File: config.mk
export PLATFORM = sky130hd
export DESIGN_NAME = dsv_row_field_quoter_unit
export DESIGN_NICKNAME = d
export VERILOG_FILES = /design/src/design/dsvq_pkg.sv /design/src/design/dsvq_ram.sv /design/src/design/dsvq_ctrl.sv /design/src/design/dsvq_dp.sv /design/src/design/dsv_row_field_quoter_unit.sv
export SDC_FILE = /design/constraint.sdc
export NUM_CORES = 1
export LEC_CHECK = 0
export BUFFER_PORTS_ARGS = -buffer_cell sky130_fd_sc_hd__buf_2
export CELL_PAD_IN_SITES_DETAIL_PLACEMENT = 2
export CELL_PAD_IN_SITES_GLOBAL_PLACEMENT = 2
export CORE_ASPECT_RATIO = 1.25
export CORE_MARGIN = 10
export CORE_UTILIZATION = 40
export DETAILED_ROUTE_END_ITERATION = 10
export GPL_TIMING_DRIVEN = 0
export PLACE_DENSITY_LB_ADDON = 0.1
export SYNTH_ARGS = -nofsm -noshare
export SYNTH_HDL_FRONTEND = slang
export SYNTH_SLANG_ARGS = --single-unit
File: constraint.sdc
create_clock -name clk -period 2.25 [get_ports clk]
set_clock_uncertainty 0.2 [all_clocks]
set_input_delay 0.1125 -clock clk [delete_from_list [all_inputs] [get_ports clk]]
set_output_delay 0.1125 -clock clk [all_outputs]
set_load 0.02 [all_outputs]
File: src/design/dsvq_pkg.sv
`default_nettype none

package dsvq_pkg;

  localparam int CHAR_W       = 8;
  localparam int MAX_CELL_DEF = 16;
  localparam int CFG_IDX_W    = 1;

  localparam logic [CHAR_W-1:0] QUOTE_CHAR   = 8'h22;
  localparam logic [CHAR_W-1:0] NEWLINE_CHAR = 8'h0A;
  localparam logic [CHAR_W-1:0] DELIM_RESET  = 8'd44;

  // Configuration register indexes
  localparam logic [CFG_IDX_W-1:0] REG_DELIMITER = 1'b0;
  localparam logic [CFG_IDX_W-1:0] REG_QUOTE_ALL = 1'b1;

  // Source of the character loaded into the output register
  typedef enum logic [1:0] {
    SEL_QUOTE,
    SEL_DATA,
    SEL_SEP
  } emit_sel_t;

  // Controller to datapath
  typedef struct packed {
    logic      accept;
    logic      rd;
    logic      emit;
    emit_sel_t sel;
    logic      idx_inc;
    logic      clear;
  } cmd_t;

  // Datapath to controller
  typedef struct packed {
    logic closes;
    logic quoted;
    logic len_zero;
    logic idx_last;
    logic is_quote;
    logic out_free;
  } stat_t;

endpackage

`default_nettype wire

File: src/design/dsvq_ram.sv
`default_nettype none

module dsvq_ram #(
  parameter int WIDTH  = 8,
  parameter int DEPTH  = 16,
  parameter int ADDR_W = (DEPTH > 1) ? $clog2(DEPTH) : 1
) (
  input  wire logic              clk,
  input  wire logic              we,
  input  wire logic [ADDR_W-1:0] waddr,
  input  wire logic [WIDTH-1:0]  wdata,
  input  wire logic              re,
  input  wire logic [ADDR_W-1:0] raddr,
  output logic      [WIDTH-1:0]  rdata
);

  logic [WIDTH-1:0] mem [DEPTH];

  // Write port, registered read port that holds between reads
  always_ff @(posedge clk) begin
    if (we) begin
      mem[waddr] <= wdata;
    end
    if (re) begin
      rdata <= mem[raddr];
    end
  end

endmodule

`default_nettype wire

File: src/design/dsvq_ctrl.sv
`default_nettype none

module dsvq_ctrl (
  input  wire logic           clk,
  input  wire logic           rst,
  input  wire logic           in_valid,
  output logic                in_ready,
  input  wire dsvq_pkg::stat_t stat,
  output dsvq_pkg::cmd_t      cmd
);

  typedef enum logic [2:0] {
    S_IDLE,
    S_START,
    S_OPEN,
    S_READ,
    S_CHAR,
    S_DUP,
    S_CLOSE,
    S_SEP
  } state_t;

  state_t state;
  state_t state_next;

  // Next state and command decode
  always_comb begin
    state_next  = state;
    in_ready    = 1'b0;
    cmd         = '0;
    cmd.sel     = dsvq_pkg::SEL_QUOTE;
    case (state)
      S_IDLE: begin
        in_ready   = 1'b1;
        cmd.accept = in_valid;
        if (in_valid && stat.closes) begin
          state_next = S_START;
        end
      end
      S_START: begin
        if (stat.quoted) begin
          state_next = S_OPEN;
        end else if (stat.len_zero) begin
          state_next = S_SEP;
        end else begin
          state_next = S_READ;
        end
      end
      S_OPEN: begin
        if (stat.out_free) begin
          cmd.emit   = 1'b1;
          cmd.sel    = dsvq_pkg::SEL_QUOTE;
          state_next = stat.len_zero ? S_CLOSE : S_READ;
        end
      end
      S_READ: begin
        cmd.rd     = 1'b1;
        state_next = S_CHAR;
      end
      S_CHAR: begin
        if (stat.out_free) begin
          cmd.emit = 1'b1;
          if (stat.quoted && stat.is_quote) begin
            // double an embedded quote
            cmd.sel    = dsvq_pkg::SEL_QUOTE;
            state_next = S_DUP;
          end else begin
            cmd.sel     = dsvq_pkg::SEL_DATA;
            cmd.idx_inc = 1'b1;
            if (!stat.idx_last) begin
              state_next = S_READ;
            end else begin
              state_next = stat.quoted ? S_CLOSE : S_SEP;
            end
          end
        end
      end
      S_DUP: begin
        if (stat.out_free) begin
          cmd.emit    = 1'b1;
          cmd.sel     = dsvq_pkg::SEL_DATA;
          cmd.idx_inc = 1'b1;
          state_next  = stat.idx_last ? S_CLOSE : S_READ;
        end
      end
      S_CLOSE: begin
        if (stat.out_free) begin
          cmd.emit   = 1'b1;
          cmd.sel    = dsvq_pkg::SEL_QUOTE;
          state_next = S_SEP;
        end
      end
      S_SEP: begin
        if (stat.out_free) begin
          cmd.emit   = 1'b1;
          cmd.sel    = dsvq_pkg::SEL_SEP;
          cmd.clear  = 1'b1;
          state_next = S_IDLE;
        end
      end
      default: begin
        state_next = S_IDLE;
      end
    endcase
  end

  // Hold state
  always_ff @(posedge clk) begin
    if (rst) begin
      state <= S_IDLE;
    end else begin
      state <= state_next;
    end
  end

endmodule

`default_nettype wire

File: src/design/dsvq_dp.sv
`default_nettype none

module dsvq_dp #(
  parameter int MAX_CELL = dsvq_pkg::MAX_CELL_DEF
) (
  input  wire logic                                clk,
  input  wire logic                                rst,
  input  wire logic                                cfg_valid,
  input  wire logic [dsvq_pkg::CFG_IDX_W-1:0]      cfg_index,
  input  wire logic [dsvq_pkg::CHAR_W-1:0]         cfg_data,
  input  wire logic [dsvq_pkg::CHAR_W-1:0]         char_in,
  input  wire logic                                char_valid,
  input  wire logic                                cell_end,
  input  wire logic                                row_end,
  input  wire logic                                out_ready,
  output logic                                     out_valid,
  output logic      [dsvq_pkg::CHAR_W-1:0]         char_out,
  output logic                                     last_of_run,
  output logic                                     cell_overflow,
  input  wire dsvq_pkg::cmd_t                      cmd,
  output dsvq_pkg::stat_t                          stat
);

  localparam int LEN_W = $clog2(MAX_CELL + 1);
  localparam int IDX_W = (MAX_CELL > 1) ? $clog2(MAX_CELL) : 1;

  logic [dsvq_pkg::CHAR_W-1:0] delimiter;
  logic                        quote_all;
  logic [LEN_W-1:0]            len;
  logic                        needs_quoting;
  logic                        overflowed;
  logic                        quoted;
  logic                        row_end_held;
  logic [IDX_W-1:0]            idx;
  logic [dsvq_pkg::CHAR_W-1:0] rd_data;
  logic                        room;
  logic                        wr;
  logic                        special;
  logic [dsvq_pkg::CHAR_W-1:0] emit_char;

  assign room    = len < LEN_W'(MAX_CELL);
  assign wr      = cmd.accept && char_valid && room;
  assign special = (char_in == delimiter) || (char_in == dsvq_pkg::QUOTE_CHAR) ||
                   (char_in == dsvq_pkg::NEWLINE_CHAR);

  // Cell buffer
  dsvq_ram #(
    .WIDTH  (dsvq_pkg::CHAR_W),
    .DEPTH  (MAX_CELL),
    .ADDR_W (IDX_W)
  ) u_buf (
    .clk   (clk),
    .we    (wr),
    .waddr (len[IDX_W-1:0]),
    .wdata (char_in),
    .re    (cmd.rd),
    .raddr (idx),
    .rdata (rd_data)
  );

  // Configuration registers
  always_ff @(posedge clk) begin
    if (rst) begin
      delimiter <= dsvq_pkg::DELIM_RESET;
      quote_all <= 1'b0;
    end else if (cfg_valid) begin
      case (cfg_index)
        dsvq_pkg::REG_DELIMITER: delimiter <= cfg_data;
        dsvq_pkg::REG_QUOTE_ALL: quote_all <= cfg_data[0];
        default: begin
        end
      endcase
    end
  end

  // Cell bookkeeping: append, flag drops, advance the read index, clear after the separator
  always_ff @(posedge clk) begin
    if (rst || cmd.clear) begin
      len           <= '0;
      needs_quoting <= 1'b0;
      overflowed    <= 1'b0;
      idx           <= '0;
    end else begin
      if (wr) begin
        len <= len + LEN_W'(1);
        if (special) begin
          needs_quoting <= 1'b1;
        end
      end
      if (cmd.accept && char_valid && !room) begin
        overflowed <= 1'b1;
      end
      if (cmd.idx_inc) begin
        idx <= idx + IDX_W'(1);
      end
    end
  end

  // Capture quoting decision and row end with each accepted item
  always_ff @(posedge clk) begin
    if (cmd.accept) begin
      quoted       <= quote_all || needs_quoting || (wr && special);
      row_end_held <= row_end;
    end
  end

  always_comb begin
    case (cmd.sel)
      dsvq_pkg::SEL_QUOTE: emit_char = dsvq_pkg::QUOTE_CHAR;
      dsvq_pkg::SEL_DATA:  emit_char = rd_data;
      dsvq_pkg::SEL_SEP:   emit_char = row_end_held ? dsvq_pkg::NEWLINE_CHAR : delimiter;
      default:             emit_char = dsvq_pkg::QUOTE_CHAR;
    endcase
  end

  // Output register: load on emit, drop on transfer
  always_ff @(posedge clk) begin
    if (rst) begin
      out_valid <= 1'b0;
    end else if (cmd.emit) begin
      out_valid <= 1'b1;
    end else if (out_ready) begin
      out_valid <= 1'b0;
    end
  end

  always_ff @(posedge clk) begin
    if (cmd.emit) begin
      char_out      <= emit_char;
      last_of_run   <= cmd.sel == dsvq_pkg::SEL_SEP;
      cell_overflow <= overflowed;
    end
  end

  assign stat.closes   = cell_end || row_end;
  assign stat.quoted   = quoted;
  assign stat.len_zero = len == '0;
  assign stat.idx_last = (LEN_W'(idx) + LEN_W'(1)) == len;
  assign stat.is_quote = rd_data == dsvq_pkg::QUOTE_CHAR;
  assign stat.out_free = !out_valid || out_ready;

endmodule

`default_nettype wire

File: src/design/dsv_row_field_quoter_unit.sv
// Row encoder for delimiter-separated text with standard quoting.
// Input channel (in_valid/in_ready): one cell character per transfer, with
// char_valid, cell_end and row_end marks. A transfer without an end mark is
// buffered and the block is ready again the next cycle.
// A closing transfer starts the replay of the cell: a setup step, an opening
// quote if the cell is quoted, a read and an emit per buffered character (an
// embedded quote in a quoted cell is emitted twice), a closing quote if quoted,
// and the delimiter or newline. Each character is read from the registered cell
// buffer before it is emitted. No new input is taken during the replay.
// Output channel (out_valid/out_ready): one encoded character per transfer;
// last_of_run marks the separator that ends the cell's run, cell_overflow
// marks every character of a cell whose excess characters were dropped.
// A stalled receiver holds the output register and pauses the replay.
// Configuration channel (cfg_valid/cfg_ready, always ready): index 0 sets the
// delimiter, index 1 the quote-all flag; write only while idle.
// Reset (synchronous, rst) empties the cell, restores the delimiter to a
// comma, clears quote-all and drops any pending output.
`default_nettype none

module dsv_row_field_quoter_unit #(
  parameter int MAX_CELL = dsvq_pkg::MAX_CELL_DEF
) (
  input  wire logic                           clk,
  input  wire logic                           rst,
  input  wire logic                           cfg_valid,
  output logic                                cfg_ready,
  input  wire logic [dsvq_pkg::CFG_IDX_W-1:0] cfg_index,
  input  wire logic [dsvq_pkg::CHAR_W-1:0]    cfg_data,
  input  wire logic                           in_valid,
  output logic                                in_ready,
  input  wire logic [dsvq_pkg::CHAR_W-1:0]    char_in,
  input  wire logic                           char_valid,
  input  wire logic                           cell_end,
  input  wire logic                           row_end,
  output logic                                out_valid,
  input  wire logic                           out_ready,
  output logic      [dsvq_pkg::CHAR_W-1:0]    char_out,
  output logic                                last_of_run,
  output logic                                cell_overflow
);

  dsvq_pkg::cmd_t  cmd;
  dsvq_pkg::stat_t stat;

  assign cfg_ready = 1'b1;

  dsvq_ctrl u_ctrl (
    .clk      (clk),
    .rst      (rst),
    .in_valid (in_valid),
    .in_ready (in_ready),
    .stat     (stat),
    .cmd      (cmd)
  );

  dsvq_dp #(
    .MAX_CELL (MAX_CELL)
  ) u_dp (
    .clk           (clk),
    .rst           (rst),
    .cfg_valid     (cfg_valid),
    .cfg_index     (cfg_index),
    .cfg_data      (cfg_data),
    .char_in       (char_in),
    .char_valid    (char_valid),
    .cell_end      (cell_end),
    .row_end       (row_end),
    .out_ready     (out_ready),
    .out_valid     (out_valid),
    .char_out      (char_out),
    .last_of_run   (last_of_run),
    .cell_overflow (cell_overflow),
    .cmd           (cmd),
    .stat          (stat)
  );

endmodule

`default_nettype wire

; ---- After elaboration in Yosys (flattened, before gate mapping)
; Memory sizes are Yosys's and may differ from the RTL's. A register that Yosys moved wholly into a read port is not among the register bits.
; Index checks and enable logic that the tools add are counted.
[word_totals]
out_inout_bits = 13
reg_bits = 36
word_cells = 95
memories = 1
in_bits = 25
latch_bits = 0
rom_bits = 0
mem_bits_rw = 128
[op_classes]
n_bitwise = 1
eq_ne = 20
addsub = 3
muxes = 33
n_mul = 0
shift = 0
n_reduce_logical = 23
magnitude_cmp = 1
n_div = 0
[memory_table]
columns = name, depth, word_bits, rd, rd_ports_with_merged_regs, write_ports, line
row1 = u_dp.u_buf.mem, 16, 8, 1, 1, 1, dsvq_ram.sv:17  ; logic [WIDTH-1:0] mem [DEPTH];
[ops]
columns = operator, count
row1 = $mux 3, 14
row2 = $pmux 3 s8, 1
row3 = $eq 8x6->1 const B, 2
row4 = $pmux 8 s2, 1
row5 = $eq 3x3->1 const B, 4
row6 = $mux 1, 12
row7 = $pmux 3 s4, 1
row8 = $ne 2x2->1 const B, 5
row9 = $eq 8x4->1 const B, 1
row10 = $eq 8x8->1, 1
row11 = $mux 4, 2
row12 = $mux 8, 1
row13 = $logic_or 1x1->1, 7
row14 = $eq 3x2->1 const B, 2
row15 = $logic_and 1x1->1, 6
row16 = $reduce_and 2->1, 3
row17 = $reduce_and 6->1, 1
row18 = $add 4x1->5 const B, 1
row19 = $add 5x1->5 const B, 1
row20 = $eq 5x5->1, 1
row21 = $logic_not 5->1, 1
row22 = $lt 5x5->1 const B, 1
row23 = $add 4x1->4 const B, 1
row24 = $eq 3x1->1 const B, 1
row25 = other kinds (9), 10

; ---- Depth between registers and ports, before layout
[logic_depth]
depth_word = 7
mapped_depth = 9
ltp_nobuf = 8

; ---- Cells and area by module
; Synthesis repeated with hierarchy kept, for this count alone.
[hier_totals]
cells_unflattened = 441
area_unflattened_um2 = 7151.9
[by_module_without_submodules]
columns = mod, instances, area_per_inst_um2, cells_each
row1 = dsvq_ram, 1, 5227.5, 229
row2 = dsvq_dp, 1, 1595.3, 166
row3 = dsvq_ctrl, 1, 317.8, 44
row4 = dsv_row_field_quoter_unit, 1, 11.3, 2

; ---- Worst setup path before layout
; No wires, ideal clock.
[synth_timing]
path_kind = register -> register
startpoint = register u_ctrl.state[2]
endpoint = memory u_dp.u_buf.mem[3][0], enable pin
slack_ps = -238
stages_incl_launch_ff = 7
arrival_time_ps = 1905
path_buffers = 2
setup_time_ps = 383
t_required_ps = 1667
cell_sequence = dfxtp_1 > buf_2 > nor3_4 > and4b_1 > buf_2 > nand2_1 > nor3_1
[synth_between]
elab_chain_cells = 6
[synth_rtl]
columns = element, line
row1 = "start, declared", dsvq_ctrl.sv:23  ; state_t state;
row2 = "start signal, assigned", dsvq_ctrl.sv:112  ; state <= state_next;
row3 = $logic_not 3->1, dsvq_ctrl.sv:32  ; case (state)
row4 = $mux 1, dsvq_ctrl.sv:32
row5 = $logic_and 1x1->1 (2 in a row), dsvq_dp.sv:42  ; assign wr = cmd.accept && char_valid && room;
row6 = $mux 1, dsvq_ram.sv:21  ; if (we) begin
row7 = $mux 1 (implied by the code), dsvq_ram.sv:22  ; mem[waddr] <= wdata;
row8 = "end, declared", dsvq_ram.sv:17
; No other way between the ends.

; ---- Worst setup path in the final report
[layout_timing]
startpoint = register u_dp.quoted
endpoint = register u_dp.char_out[5] in the netlist's numbering (data pin)
[layout_between]
elab_chain_cells = 6
word_cells_on_any_way = 7
[layout_rtl]
columns = element, line
row1 = "start, declared", dsvq_dp.sv:32  ; logic quoted;
row2 = "start signal, assigned", dsvq_dp.sv:102  ; quoted <= quote_all || needs_quoting || (wr && special);
row3 = $logic_and 1x1->1 *, dsvq_ctrl.sv:63  ; if (stat.quoted && stat.is_quote) begin
row4 = $mux 1 *, dsvq_ctrl.sv:63
row5 = $mux 4 *, dsvq_ctrl.sv:61  ; if (stat.out_free) begin
row6 = $pmux 3 s4 *, dsvq_ctrl.sv:32
row7 = $eq 2x2->1 or $eq 2x1->1 (tied branches), dsvq_dp.sv:108  ; case (cmd.sel)
row8 = $pmux 8 s2 *, dsvq_dp.sv:108
row9 = named net u_dp.emit_char (one bit), dsvq_dp.sv:39  ; logic [dsvq_pkg::CHAR_W-1:0] emit_char;
row10 = "end signal, assigned", dsvq_dp.sv:129  ; char_out <= emit_char;
row11 = "end, declared", dsvq_dp.sv:17  ; output logic [dsvq_pkg::CHAR_W-1:0] char_out,
; Mark *: on every way through the listed nets, which the timed path passes. The rest lies on a longest branch.
; A chain may end at the register's enable or synchronous reset.

==> flow_summary.json <==
{
  "status": "finished with violations",
  "violations": "setup timing",
  "fin_setup_tns_ps": -64.9,
  "r2r_start": "u_dp.quoted$_DFFE_PP_",
  "final_util_pct": 51.5,
  "pwr-share-clk_pct": 33.4,
  "routabilityCongestion": 0.792,
  "worst_pin_slew_ps": 749,
  "synth_edf_count": 148,
  "async_flop_share_pct": 0,
  "critPathArrivalTime_ps": 2270,
  "pwr-share-comb_pct": 22.6,
  "nets": 562,
  "required_ps": 2220,
  "cts.clk_slew.worst_paths_ps": 70,
  "min-delay-start": "cfg_index",
  "die_w_um": 140,
  "total_switching_power_uw": 2390,
  "ys_ff_latch": 172,
  "reg2reg_slack_ps": -50,
  "max-cap-violations": 0,
  "post-place-ws_ps": -771,
  "synth_cell_type_count": 46,
  "netlist.area_leader.share_pct": 62.2,
  "cts_buffer_depth": 2,
  "grt_max_degree": 20,
  "crit_family": "simple AND/OR/NAND/NOR gates",
  "drt-vias-per-instance": 5.43,
  "ant_nets": 0,
  "port-buffer-count": 36,
  "clock_latency_ps": 430,
  "die_h_um": 169,
  "startpoint_type": "flip-flop",
  "reg2reg_depth": 7,
  "setup_viol": 2,
  "fmax_mhz": 435,
  "synth_nets": 454,
  "vias": 4159,
  "synth_area_leaders": "edfxtp_1, mux4_2, dfxtp_1, mux4_1, nor2_1",
  "leakagePower_uw": 0.00300,
  "mostFrequentLayoutCell": "edfxtp_1",
  "slew_viol_final": 0,
  "initial_utilization_pct": 40.8,
  "cts_tree": "done",
  "grt_pass1_vias": 4695,
  "wl_per_cell_um": 25.1,
  "syn_area_mm2": 0.00715,
  "power_switching_share_pct": 27.7,
  "core_mm2": 0.0175,
  "syn_avg_cell_area_um2": 16.9,
  "h-tree-depth": 4,
  "crit_slowest_cell": "edfxtp_1",
  "max_stage_delay_ps": 420,
  "setup_slack_ps": -50.5,
  "seq_area_frac_synth_pct": 68.9,
  "grt_usage_pct": 16.6,
  "path_class": "reg2reg",
  "ys_warn_count": 0,
  "drive_gt1_share_pct": 32.5,
  "min-delay-path-class": "in2reg",
  "fin_crit_sh_pct": 102,
  "insertedDiodeCount": 0,
  "r2r-end": "u_dp.char_out[5]$_DFFE_PP_",
  "hold_path_end": "u_dp.delimiter[0]$_SDFFE_PP0P_",
  "yosys.area.top_type": "edfxtp_1",
  "vdd_ir_drop_max_mv": 0.557,
  "cts_inserted_buffers": 17,
  "synthCells": 422,
  "ios": 38,
  "grt_setup_unrepaired": "true",
  "drt_iter0_drc": 174,
  "antenna_found_initial": 0,
  "worstHoldPathCells": 5,
  "min_period_ps": 2300,
  "drcViolationCount": 0,
  "n_fill_cell": 1550,
  "relSlewSlack_pct": 49.9,
  "critPathBufInv": 1,
  "power_uw": 8630,
  "area_growth_pct": 26.0,
  "grt_pass1_wl_um": 29300,
  "seqPwrFrac_pct": 44.0,
  "grt.overflow.total": 0,
  "dp_hpwl_um": 12600,
  "hold_viol_final": 0,
  "synth_flop_cell": "edfxtp_1",
  "drt-total-wl_um": 19200,
  "die_area_mm2": 0.0236,
  "cp_max_fo": 6,
  "layout_common_cells": "edfxtp_1, buf_2, mux4_2",
  "first_pass_iters": 4,
  "clock_tree.root_cell": "clkbuf_16",
  "endpoint_kind": "flip-flop",
  "powerDensity_mw_per_mm2": 958,
  "intPower_uw": 6240,
  "cts.sinks": 172,
  "num_rows": 54,
  "crit_chain": "and3b_1 -> and4b_2 -> nor3_4 -> inv_2 -> ha_4 -> nor2b_4 -> a221o_1"
}
==> cells by family after synthesis <==
logic type / Yosys count / synth area share [%]
compound gates: 42 / 3.89
flops: 172 / 68.9
other cells: 1 / 0.0525
fa+ha+maj: 7 / 1.23
simple gates: 108 / 7.55
buf+inv: 31 / 2.22
xor+xnor: 19 / 2.33
mux: 42 / 13.8
==> synth_stat cells (all sizes together), types with 2 or more instances <==
cell type / n
xnor2: 14
nand3b: 3
nand4: 2
buf: 12
nand2: 29
o21ai: 7
a22oi: 5
mux2i: 2
o211ai: 2
nor4: 2
nand2b: 7
inv: 7
mux4: 40
a31oi: 3
nor4b: 2
nor2: 37
and4b: 3
a21oi: 11
xor2: 5
edfxtp: 148
clkbuf: 12
ha: 7
nor3: 6
a211oi: 6
nor2b: 6
dfxtp: 24
nand3: 6
==> sequential cells by signal, summed over array words and instances, names as in the netlist, 3 cells and up <==
signal / cells
u_ctrl.state: 3
u_dp.char_out: 8
u_dp.delimiter: 8
u_dp.idx: 4
u_dp.len: 5
u_dp.u_buf.mem: 128
u_dp.u_buf.rdata: 8
==> layer usage <==
metal | share of wire [%] | global-route usage, % | vias to the layer above
met5 | 0 | 0 | -
met4 | 2.9 | 7.28 | 0
met3 | 2.9 | 3.05 | 25
met2 | 55 | 30.6 | 77
met1 | 39 | 18.1 | 2192
li1 | - | - | 1865
==> layout make-up <==
cell class | instances | area [um2] | share of cell area (%)
Sequential cell | 172 | 4930 | 54.7
Multi-Input combinational cell | 219 | 2260 | 25.0
Timing Repair Buffer | 91 | 753 | 8.36
Clock buffer | 17 | 425 | 4.72
Tap cell | 224 | 280 | 3.11
Buffer | 22 | 195 | 2.17
Clock inverter | 14 | 143 | 1.58
Inverter | 7 | 26.3 | 0.292
==> worst max path at each step <==
stage                                   from                             end  slack (ps)  depth (start not counted)
6_report               u_dp.quoted$_DFFE_PP_      u_dp.char_out[5]$_DFFE_PP_         -50                          7
5_1_grt                u_dp.quoted$_DFFE_PP_      u_dp.char_out[4]$_DFFE_PP_        -120                          8
4_1_cts                u_dp.quoted$_DFFE_PP_      u_dp.char_out[5]$_DFFE_PP_         -80                          7
3_5_place_dp   u_dp.u_buf.rdata[3]$_DFFE_PP_      u_dp.char_out[4]$_DFFE_PP_        -770                          8
3_3_place_gp    u_ctrl.state[2]$_SDFFE_PP0P_  u_dp.u_buf.mem[1][4]$_DFFE_PP_        -740                          6
2_1_floorplan   u_ctrl.state[2]$_SDFFE_PP0P_  u_dp.u_buf.mem[1][0]$_DFFE_PP_        -210                          6
==> worst reg2reg max path, stage by stage, from the launching register on <==
cell and delay [ps]:
edfxtp_1 420, and3b_1 210, and4b_2 260, nor3_4 240, inv_2 100, ha_4 170
nor2b_4 150, a221o_1 310
==> power groups by stage <==
| stage | Clock (uW) | Sequential, uW | Combinational [uW] |
|---|---|---|---|
| after floorplan | 0 | 3920 | 1000 |
| after global routing | 3050 | 3820 | 2110 |
| after global placement | 0 | 3840 | 1540 |
| final | 2880 | 3800 | 1950 |
| after CTS | 2920 | 3800 | 1760 |
| after detailed placement | 0 | 3860 | 1570 |
==> per-stage QoR <==
stage	hold slack [ps]	area (um2)	std cells
finish	81.3	9010	766
detailed placement	113	7630	682
global route	147	9010	766
global placement	107	7630	682
floorplan	-9.03	7170	422
CTS	93.8	8890	756
==> what timing repair did <==
item,4_1_cts,5_1_grt
resized for setup,63,22
gates cloned,0,1
endpoints found under the setup margin,148,139
hold buffers,27,0
hold endpoints to repair,144,0
setup buffers,18,9
pin swaps,12,6
No activity file was read; power rests on OpenSTA's default activity.
